### src/rtl/core/hse_pkg.sv
`timescale 1ns / 1ps
// shared types and constants for the heap sort engine
// no dependencies

package hse_pkg;

   localparam int MAX_ELEMENTS = 64;
   localparam int DATA_W       = 32;
   localparam int ADDR_W       = $clog2(MAX_ELEMENTS);
   localparam int CNT_W        = ADDR_W + 1;
   localparam int IDX_W        = ADDR_W + 2;

   typedef logic signed [DATA_W-1:0] data_type;
   typedef logic [ADDR_W-1:0]        addr_type;
   typedef logic [CNT_W-1:0]         cnt_type;
   typedef logic [IDX_W-1:0]         idx_type;

   typedef struct packed {
      data_type value;
      logic     last;
   } req_type;

   typedef struct packed {
      data_type sorted_value;
      logic     last_out;
      logic     overflow;
   } rsp_type;

   typedef struct packed {
      logic     wr_en;
      addr_type wr_addr;
      data_type wr_data;
      logic     rd_en;
      addr_type rd_addr;
   } mem_req_type;

   typedef enum logic [3:0] {
      ST_LOAD,
      ST_NEXT,
      ST_GET_NODE,
      ST_GET_ROOT,
      ST_GET_TAIL,
      ST_LEFT_RD,
      ST_LEFT_CMP,
      ST_RIGHT_CMP,
      ST_DECIDE,
      ST_PLACE,
      ST_EMIT
   } state_type;

endpackage

### src/rtl/core/hse_store.sv
`timescale 1ns / 1ps
// element store: one write port, one read port with registered read data
// depends on hse_pkg

module hse_store (
   input  logic                clock,
   input  hse_pkg::mem_req_type mem_req,
   output hse_pkg::data_type    rd_data
);
   import hse_pkg::*;

   data_type mem_ff [MAX_ELEMENTS];
   data_type rd_data_ff;

   always_ff @(posedge clock) begin
      if (mem_req.wr_en) begin
         mem_ff[mem_req.wr_addr] <= mem_req.wr_data;
      end
      // read data holds when no read is issued
      if (mem_req.rd_en) begin
         rd_data_ff <= mem_ff[mem_req.rd_addr];
      end
   end

   assign rd_data = rd_data_ff;

endmodule

### src/rtl/core/hse_seq.sv
`timescale 1ns / 1ps
// sequencer for load, heap build, extraction and result streaming
// one shared signed comparator; depends on hse_pkg and the store read data

module hse_seq (
   input  logic                 clock,
   input  logic                 reset,
   input  logic                 req_valid,
   output logic                 req_ready,
   input  hse_pkg::req_type     req_data,
   output logic                 rsp_valid,
   input  logic                 rsp_ready,
   output hse_pkg::rsp_type     rsp_data,
   output hse_pkg::mem_req_type mem_req,
   input  hse_pkg::data_type    rd_data
);
   import hse_pkg::*;

   state_type state_ff, state_in;
   cnt_type   count_ff, count_in;
   logic      dropped_ff, dropped_in;
   cnt_type   size_ff, size_in;
   cnt_type   n_ff, n_in;
   cnt_type   idx_ff, idx_in;
   logic      build_ff, build_in;
   addr_type  node_ff, node_in;
   addr_type  top_ff, top_in;
   data_type  node_val_ff, node_val_in;
   data_type  top_val_ff, top_val_in;
   data_type  root_ff, root_in;
   cnt_type   emit_ff, emit_in;
   logic      pend_ff, pend_in;
   logic      pend_last_ff, pend_last_in;
   logic      rsp_valid_ff, rsp_valid_in;
   rsp_type   rsp_ff, rsp_in;

   idx_type   left_idx, right_idx;
   cnt_type   idx_m1, emit_p1, count_new;
   logic      has_left, has_right, gt, room, req_fire, out_free, move, rd_issue;

   // shared compare unit
   assign gt = rd_data > top_val_ff;

   assign left_idx  = {1'b0, node_ff, 1'b1};
   assign right_idx = left_idx + 1'b1;
   assign has_left  = left_idx < IDX_W'(size_ff);
   assign has_right = right_idx < IDX_W'(size_ff);
   assign idx_m1    = idx_ff - 1'b1;
   assign emit_p1   = emit_ff + 1'b1;
   assign room      = count_ff < CNT_W'(MAX_ELEMENTS);
   assign count_new = room ? count_ff + 1'b1 : count_ff;

   assign req_ready = (state_ff == ST_LOAD);
   assign req_fire  = req_valid && req_ready;
   assign out_free  = !rsp_valid_ff || rsp_ready;
   assign move      = pend_ff && out_free;
   assign rd_issue  = (emit_ff != n_ff) && (!pend_ff || move);

   always_comb begin
      state_in = state_ff;
      unique case (state_ff)
         ST_LOAD: begin
            if (req_fire && req_data.last) state_in = ST_NEXT;
         end
         ST_NEXT: begin
            if (build_ff) begin
               if (idx_ff != '0) state_in = ST_GET_NODE;
            end else if (idx_ff <= CNT_W'(1)) begin
               state_in = ST_EMIT;
            end else begin
               state_in = ST_GET_ROOT;
            end
         end
         ST_GET_NODE:  state_in = ST_LEFT_RD;
         ST_GET_ROOT:  state_in = ST_GET_TAIL;
         ST_GET_TAIL:  state_in = ST_LEFT_RD;
         ST_LEFT_RD:   state_in = has_left ? ST_LEFT_CMP : ST_PLACE;
         ST_LEFT_CMP:  state_in = has_right ? ST_RIGHT_CMP : ST_DECIDE;
         ST_RIGHT_CMP: state_in = ST_DECIDE;
         ST_DECIDE:    state_in = (top_ff == node_ff) ? ST_PLACE : ST_LEFT_RD;
         ST_PLACE:     state_in = ST_NEXT;
         ST_EMIT: begin
            if (emit_ff == n_ff && !pend_ff) state_in = ST_LOAD;
         end
         default:      state_in = ST_LOAD;
      endcase
   end

   always_comb begin
      count_in     = count_ff;
      dropped_in   = dropped_ff;
      size_in      = size_ff;
      n_in         = n_ff;
      idx_in       = idx_ff;
      build_in     = build_ff;
      node_in      = node_ff;
      top_in       = top_ff;
      node_val_in  = node_val_ff;
      top_val_in   = top_val_ff;
      root_in      = root_ff;
      emit_in      = emit_ff;
      pend_in      = pend_ff;
      pend_last_in = pend_last_ff;
      rsp_valid_in = rsp_valid_ff;
      rsp_in       = rsp_ff;
      mem_req      = '0;

      if (rsp_valid_ff && rsp_ready) rsp_valid_in = 1'b0;

      unique case (state_ff)
         ST_LOAD: begin
            if (req_fire) begin
               if (room) begin
                  mem_req.wr_en   = 1'b1;
                  mem_req.wr_addr = count_ff[ADDR_W-1:0];
                  mem_req.wr_data = req_data.value;
               end else begin
                  dropped_in = 1'b1;
               end
               count_in = count_new;
               if (req_data.last) begin
                  size_in  = count_new;
                  n_in     = count_new;
                  idx_in   = count_new >> 1;
                  build_in = 1'b1;
               end
            end
         end
         ST_NEXT: begin
            if (build_ff) begin
               if (idx_ff == '0) begin
                  build_in = 1'b0;
                  idx_in   = n_ff;
               end else begin
                  node_in         = idx_m1[ADDR_W-1:0];
                  idx_in          = idx_m1;
                  mem_req.rd_en   = 1'b1;
                  mem_req.rd_addr = idx_m1[ADDR_W-1:0];
               end
            end else if (idx_ff <= CNT_W'(1)) begin
               emit_in = '0;
               pend_in = 1'b0;
            end else begin
               mem_req.rd_en   = 1'b1;
               mem_req.rd_addr = '0;
            end
         end
         ST_GET_NODE: begin
            node_val_in = rd_data;
         end
         ST_GET_ROOT: begin
            root_in         = rd_data;
            mem_req.rd_en   = 1'b1;
            mem_req.rd_addr = idx_m1[ADDR_W-1:0];
         end
         ST_GET_TAIL: begin
            // old root goes to the end, tail element sifts down from the root
            node_val_in     = rd_data;
            mem_req.wr_en   = 1'b1;
            mem_req.wr_addr = idx_m1[ADDR_W-1:0];
            mem_req.wr_data = root_ff;
            node_in         = '0;
            size_in         = idx_m1;
            idx_in          = idx_m1;
         end
         ST_LEFT_RD: begin
            top_in     = node_ff;
            top_val_in = node_val_ff;
            if (has_left) begin
               mem_req.rd_en   = 1'b1;
               mem_req.rd_addr = left_idx[ADDR_W-1:0];
            end
         end
         ST_LEFT_CMP: begin
            if (gt) begin
               top_in     = left_idx[ADDR_W-1:0];
               top_val_in = rd_data;
            end
            if (has_right) begin
               mem_req.rd_en   = 1'b1;
               mem_req.rd_addr = right_idx[ADDR_W-1:0];
            end
         end
         ST_RIGHT_CMP: begin
            if (gt) begin
               top_in     = right_idx[ADDR_W-1:0];
               top_val_in = rd_data;
            end
         end
         ST_DECIDE: begin
            // larger child moves up into the hole
            if (top_ff != node_ff) begin
               mem_req.wr_en   = 1'b1;
               mem_req.wr_addr = node_ff;
               mem_req.wr_data = top_val_ff;
               node_in         = top_ff;
            end
         end
         ST_PLACE: begin
            mem_req.wr_en   = 1'b1;
            mem_req.wr_addr = node_ff;
            mem_req.wr_data = node_val_ff;
         end
         ST_EMIT: begin
            if (move) begin
               rsp_valid_in        = 1'b1;
               rsp_in.sorted_value = rd_data;
               rsp_in.last_out     = pend_last_ff;
               rsp_in.overflow     = dropped_ff;
            end
            if (rd_issue) begin
               mem_req.rd_en   = 1'b1;
               mem_req.rd_addr = emit_ff[ADDR_W-1:0];
               emit_in         = emit_p1;
               pend_last_in    = (emit_p1 == n_ff);
               pend_in         = 1'b1;
            end else if (move) begin
               pend_in = 1'b0;
            end
            if (emit_ff == n_ff && !pend_ff) begin
               count_in   = '0;
               dropped_in = 1'b0;
            end
         end
         default: begin
         end
      endcase
   end

   always_ff @(posedge clock) begin
      if (reset) begin
         state_ff     <= ST_LOAD;
         count_ff     <= '0;
         dropped_ff   <= 1'b0;
         build_ff     <= 1'b0;
         pend_ff      <= 1'b0;
         rsp_valid_ff <= 1'b0;
         emit_ff      <= '0;
         idx_ff       <= '0;
         size_ff      <= '0;
         n_ff         <= '0;
      end else begin
         state_ff     <= state_in;
         count_ff     <= count_in;
         dropped_ff   <= dropped_in;
         build_ff     <= build_in;
         pend_ff      <= pend_in;
         rsp_valid_ff <= rsp_valid_in;
         emit_ff      <= emit_in;
         idx_ff       <= idx_in;
         size_ff      <= size_in;
         n_ff         <= n_in;
      end
   end

   always_ff @(posedge clock) begin
      node_ff      <= node_in;
      top_ff       <= top_in;
      node_val_ff  <= node_val_in;
      top_val_ff   <= top_val_in;
      root_ff      <= root_in;
      pend_last_ff <= pend_last_in;
      rsp_ff       <= rsp_in;
   end

   assign rsp_valid = rsp_valid_ff;
   assign rsp_data  = rsp_ff;

endmodule

### src/rtl/core/heap_sort_engine_top.sv
`timescale 1ns / 1ps
// heap sort engine top level: sequencer plus element store
// depends on hse_pkg, hse_seq, hse_store
//
// Collects up to MAX_ELEMENTS signed 32-bit words, one per cycle; the word
// flagged last closes the set. Words arriving with the store full are dropped
// and every result of that set then carries overflow. After the last word the
// engine heap sorts in place and streams the set in ascending order, one word
// per cycle when the sink keeps up, flagging the final word with last_out.
// Sorting runs through one shared comparator and a store with one read and one
// write port, so each sift-down level steps through reading the left child,
// comparing it, comparing the right child and moving the larger child up.
// The input is not ready while a set is being sorted or emitted.

module heap_sort_engine_top (
   input  logic             clock,
   input  logic             reset,
   input  logic             req_valid,
   output logic             req_ready,
   input  hse_pkg::req_type req_data,
   output logic             rsp_valid,
   input  logic             rsp_ready,
   output hse_pkg::rsp_type rsp_data
);
   import hse_pkg::*;

   mem_req_type mem_req;
   data_type    rd_data;

   hse_seq u_seq (
      .clock     (clock),
      .reset     (reset),
      .req_valid (req_valid),
      .req_ready (req_ready),
      .req_data  (req_data),
      .rsp_valid (rsp_valid),
      .rsp_ready (rsp_ready),
      .rsp_data  (rsp_data),
      .mem_req   (mem_req),
      .rd_data   (rd_data)
   );

   hse_store u_store (
      .clock   (clock),
      .mem_req (mem_req),
      .rd_data (rd_data)
   );

endmodule

### config.mk
export PLATFORM = sky130hd
export DESIGN_NAME = heap_sort_engine_top
export DESIGN_NICKNAME = d
export VERILOG_FILES = /design/src/rtl/core/hse_pkg.sv /design/src/rtl/core/hse_store.sv /design/src/rtl/core/hse_seq.sv /design/src/rtl/core/heap_sort_engine_top.sv
export SDC_FILE = /design/constraint.sdc
export NUM_CORES = 2
export LEC_CHECK = 0
export ABC_AREA = 1
export BUFFER_PORTS_ARGS = -buffer_cell sky130_fd_sc_hd__buf_2
export CAP_MARGIN = 20
export CORE_AREA = 5 5 466 468
export CTS_CLUSTER_DIAMETER = 120
export DETAILED_ROUTE_END_ITERATION = 10
export DIE_AREA = 0 0 471 473
export HOLD_SLACK_MARGIN = 0.08
export PLACE_DENSITY = 0.66
export REMOVE_ABC_BUFFERS = 1
export SYNTH_ARGS = -nofsm -noshare
export SYNTH_HDL_FRONTEND = slang
export SYNTH_SLANG_ARGS = --single-unit
### constraint.sdc
create_clock -name clock -period 4.82 [get_ports clock]
set_input_delay 0.964 -clock clock [delete_from_list [all_inputs] [get_ports clock]]
set_output_delay 0.964 -clock clock [all_outputs]
set_load 0.01 [all_outputs]
==> results.py <==
metrics = {
    "placed_design": {
        "dp_hpwl_microns": 168000,
        "place_congestion": 0.967,
        "pre_cts_slack_ps": 363,
        "port_buffers": 72,
    },
    "critical_path": {
        "cp_data_arrival_time_ps": 5180,
        "max_stage_delay_ps": 470,
        "worstSetupStartpointType": "register",
        "crit_chain": "ha_1 -> nand3_1 -> xor2_1 -> ha_1 -> nand3_1 -> nand3_1 -> nor2_1 -> nand4_1 -> nand4_1 -> buf_12 -> buf_12 -> buf_4 -> nand3_1 -> nand3_1 -> nand3_1 -> nand2_1 -> nand2_1 -> nand2_1",
        "cp.required_ps": 5530,
        "crit_type": "reg2reg",
        "path_common_cell": "nand3_1",
        "worst_path_max_delay_cell": "edfxtp_1",
        "crit_path_end_kind": "register",
        "path_max_fanout": 64,
    },
    "grt": {
        "grt_first_pass_wirelength_microns": 422000,
        "grt_pass1_vias": 63004,
        "grt_max_degree": 114,
        "grt.total_usage_pct": 25.2,
        "overflow": 0,
        "antenna_found_initial": 14,
    },
    "synth": {
        "synth_compound_area_share_pct": 1.33,
        "yosys.area_share.simple_pct": 22.6,
        "yosys-top-cells-count": "2398 x nand3_1, 2223 x edfxtp_1, 2055 x nand2_1",
        "ys_ff_latch": 2266,
        "yosys.area.top_type": "edfxtp_1",
        "async_flop_share_pct": 0,
        "syn_area_per_cell_sq_um": 11.7,
        "synth_top_area_share_pct": 70.4,
        "ys_top_cells_by_area": "edfxtp_1 70%, nand3_1 13%, nand2_1 8.1%",
        "yosys.cell_count.top_type": "nand3_1",
        "synth-xor-area-share_pct": 0.185,
        "ys_warn_count": 0,
        "yosysUniqueCellTypes": 45,
        "netlist_area_sq_um": 94900,
        "synthMuxAreaShare_pct": 0,
        "ys_seq_area_share_pct": 71.3,
        "ys.flop_type": "edfxtp_1",
        "synth_edf_count": 2223,
        "synth_fa_ha_area_share_pct": 0.659,
        "postSynthCellCount": 8125,
        "synth_top_family_by_area": "simple AND/OR/NAND/NOR gates",
    },
    "die": {
        "start_util_pct": 44.5,
        "die_h_microns": 473,
        "core_area_sq_um": 213000,
        "num_io_pins": 73,
        "num_rows": 170,
        "fp.dieW_microns": 471,
        "fp.dieArea_sq_um": 223000,
    },
    "drt": {
        "num_vias": 66399,
        "viasPerCell": 5.92,
        "drc": 0,
        "wl_per_cell_microns": 25.6,
        "final_antenna_net_count": 0,
        "wl_microns": 288000,
        "dr.pass1.iters": 6,
        "drt-initial-drc-count": 9657,
    },
    "timing": {
        "fin_crit_ps": 4470,
        "min_period_over_period_pct": 92.7,
        "worst_pin_slew_ps": 1100,
        "setup_slack_ps": 351,
        "holdWs_ps": 419,
        "rsz0062_at_grt": "no",
        "fmax_mhz": 224,
        "setup_viol": 0,
        "slew_headroom_pct": 26.5,
        "hold_viol_final": 0,
        "drv_slew": 0,
        "fin_skew_ps": 73.6,
    },
    "min_path": {
        "hold_class": "in2reg",
    },
    "clock_network": {
        "path_clk_slew_ps": 60,
        "htree_num_levels": 4,
        "clock_sinks": 2266,
        "cts_resized": 0,
        "insertion_delay_ps": 870,
        "cts_buffers": 224,
        "cts_root_buffer": "clkbuf_16",
        "post_cts_buffers": 0,
        "cts_buffer_depth": 3,
        "cts_hold_buf": 0,
        "cts_tree": "done",
    },
    "power_and_ir_drop": {
        "finalPower_mw": 55.8,
        "ir_drop_mv": 0.417,
        "power_leakage_nw": 38.6,
        "p_per_area_nw_per_um2": 516,
    },
    "final_layout": {
        "fin_nets": 8279,
        "drive_above_1_share_pct": 9.82,
        "syn_to_final_growth_pct": 14.1,
    },
    "run": {
        "drv_cap": 0,
    },
    "outcome": {
        "outcome": "finished clean",
    },
}
state kept, by name, indices dropped and copies added, names as in the netlist, 7 cells and up:
signal             count
u_seq.top_val_ff      32
u_seq.rsp_data        34
u_store.rd_data       32
u_seq.size_ff          7
u_seq.count_ff         7
u_seq.root_ff         32
u_seq.idx_ff           7
u_store.mem_ff      2048
u_seq.n_ff             7
u_seq.node_val_ff     32
u_seq.emit_ff          7
worst max-delay path, delay by kind of cell (launching register included):
family | cells | cell delay, ps
flops | 1 | 470
xor+xnor | 1 | 280
fa+ha+maj | 2 | 560
buf+inv | 3 | 970
simple gates | 12 | 1920
cell usage in the layout, fill, tap and decap left out, types with 39 or more instances in the layout:
| cell type | n |
|---|---|
| clkinv_2 | 47 |
| clkinv_1 | 53 |
| edfxtp_1 | 2223 |
| buf_4 | 192 |
| nand3b_1 | 129 |
| o21ai_0 | 39 |
| a21oi_1 | 55 |
| ha_1 | 50 |
| buf_12 | 123 |
| nand2_1 | 2054 |
| nor2_1 | 66 |
| dfxtp_1 | 43 |
| nor2_4 | 68 |
| inv_1 | 265 |
| clkbuf_16 | 228 |
| clkbuf_1 | 57 |
| nand3_1 | 2396 |
| buf_2 | 72 |
final cells by class:
| class | count | area (sq um) |
|---|---|---|
| Sequential cell | 2266 | 67600 |
| Inverter | 281 | 1070 |
| Timing Repair Buffer | 390 | 4350 |
| Fill cell | 17992 | 105000 |
| Antenna cell | 2 | 5.00 |
| Multi-Input combinational cell | 5029 | 24400 |
| Clock inverter | 134 | 1350 |
| Tap cell | 2838 | 3550 |
| Clock buffer | 285 | 5920 |
power breakdown:
part / switching (mW) / internal, mW
Clock: 7.50 / 9.85
Sequential: 0.556 / 25.0
Combinational: 9.93 / 3.04
Total: 18.0 / 37.9
worst paths after layout:
check                                             startpoint                      endpoint  slack, ps  cells past startpoint
worst max register to register    u_seq.node_ff[0]$_DFFE_PP_  u_store.rd_data[7]$_DFFE_PP_        350                     18
worst max-delay path              u_seq.node_ff[0]$_DFFE_PP_  u_store.rd_data[7]$_DFFE_PP_        350                     18
worst min-delay path                               rsp_ready    u_seq.rsp_valid$_SDFF_PP0_        420                      3
worst min register to register  u_seq.pend_last_ff$_DFFE_PP_   u_seq.rsp_data[1]$_DFFE_PP_        420                      0
kinds of logic (layout without fill, tap and decap cells):
| logic type | Yosys count | in the layout |
|---|---|---|
| AO/OA/AOI/OAI | 197 | 197 |
| XOR/XNOR | 20 | 20 |
| adder cells (fa/ha/maj) | 50 | 50 |
| buffers and inverters | 830 | 1090 |
| flip-flops | 2266 | 2266 |
| other | 0 | 2 |
| AND/OR/NAND/NOR | 4762 | 4762 |
per-stage QoR:
stage | TNS (ps) | instances | area (sq um) | util (%)
after floorplan | -1497270 | 7576 | 92200 | -
after global placement | 0 | 10792 | 101000 | 47.3
after detailed placement | 0 | 10796 | 101000 | 47.3
after CTS | 0 | 11215 | 108000 | 50.7
after global routing | 0 | 11224 | 108000 | 50.8
final | 0 | 11225 | 108000 | 50.8
routing by layer:
layer	vias to the layer above	share of wire [%]	global-route usage [%]
met5	-	0.027	0
met3	607	12	5.39
li1	29241	-	-
met4	10	4.4	10.2
met1	32391	39	35.3
met2	4150	45	38.5
Note: power is estimated with default switching activity, not from simulation.
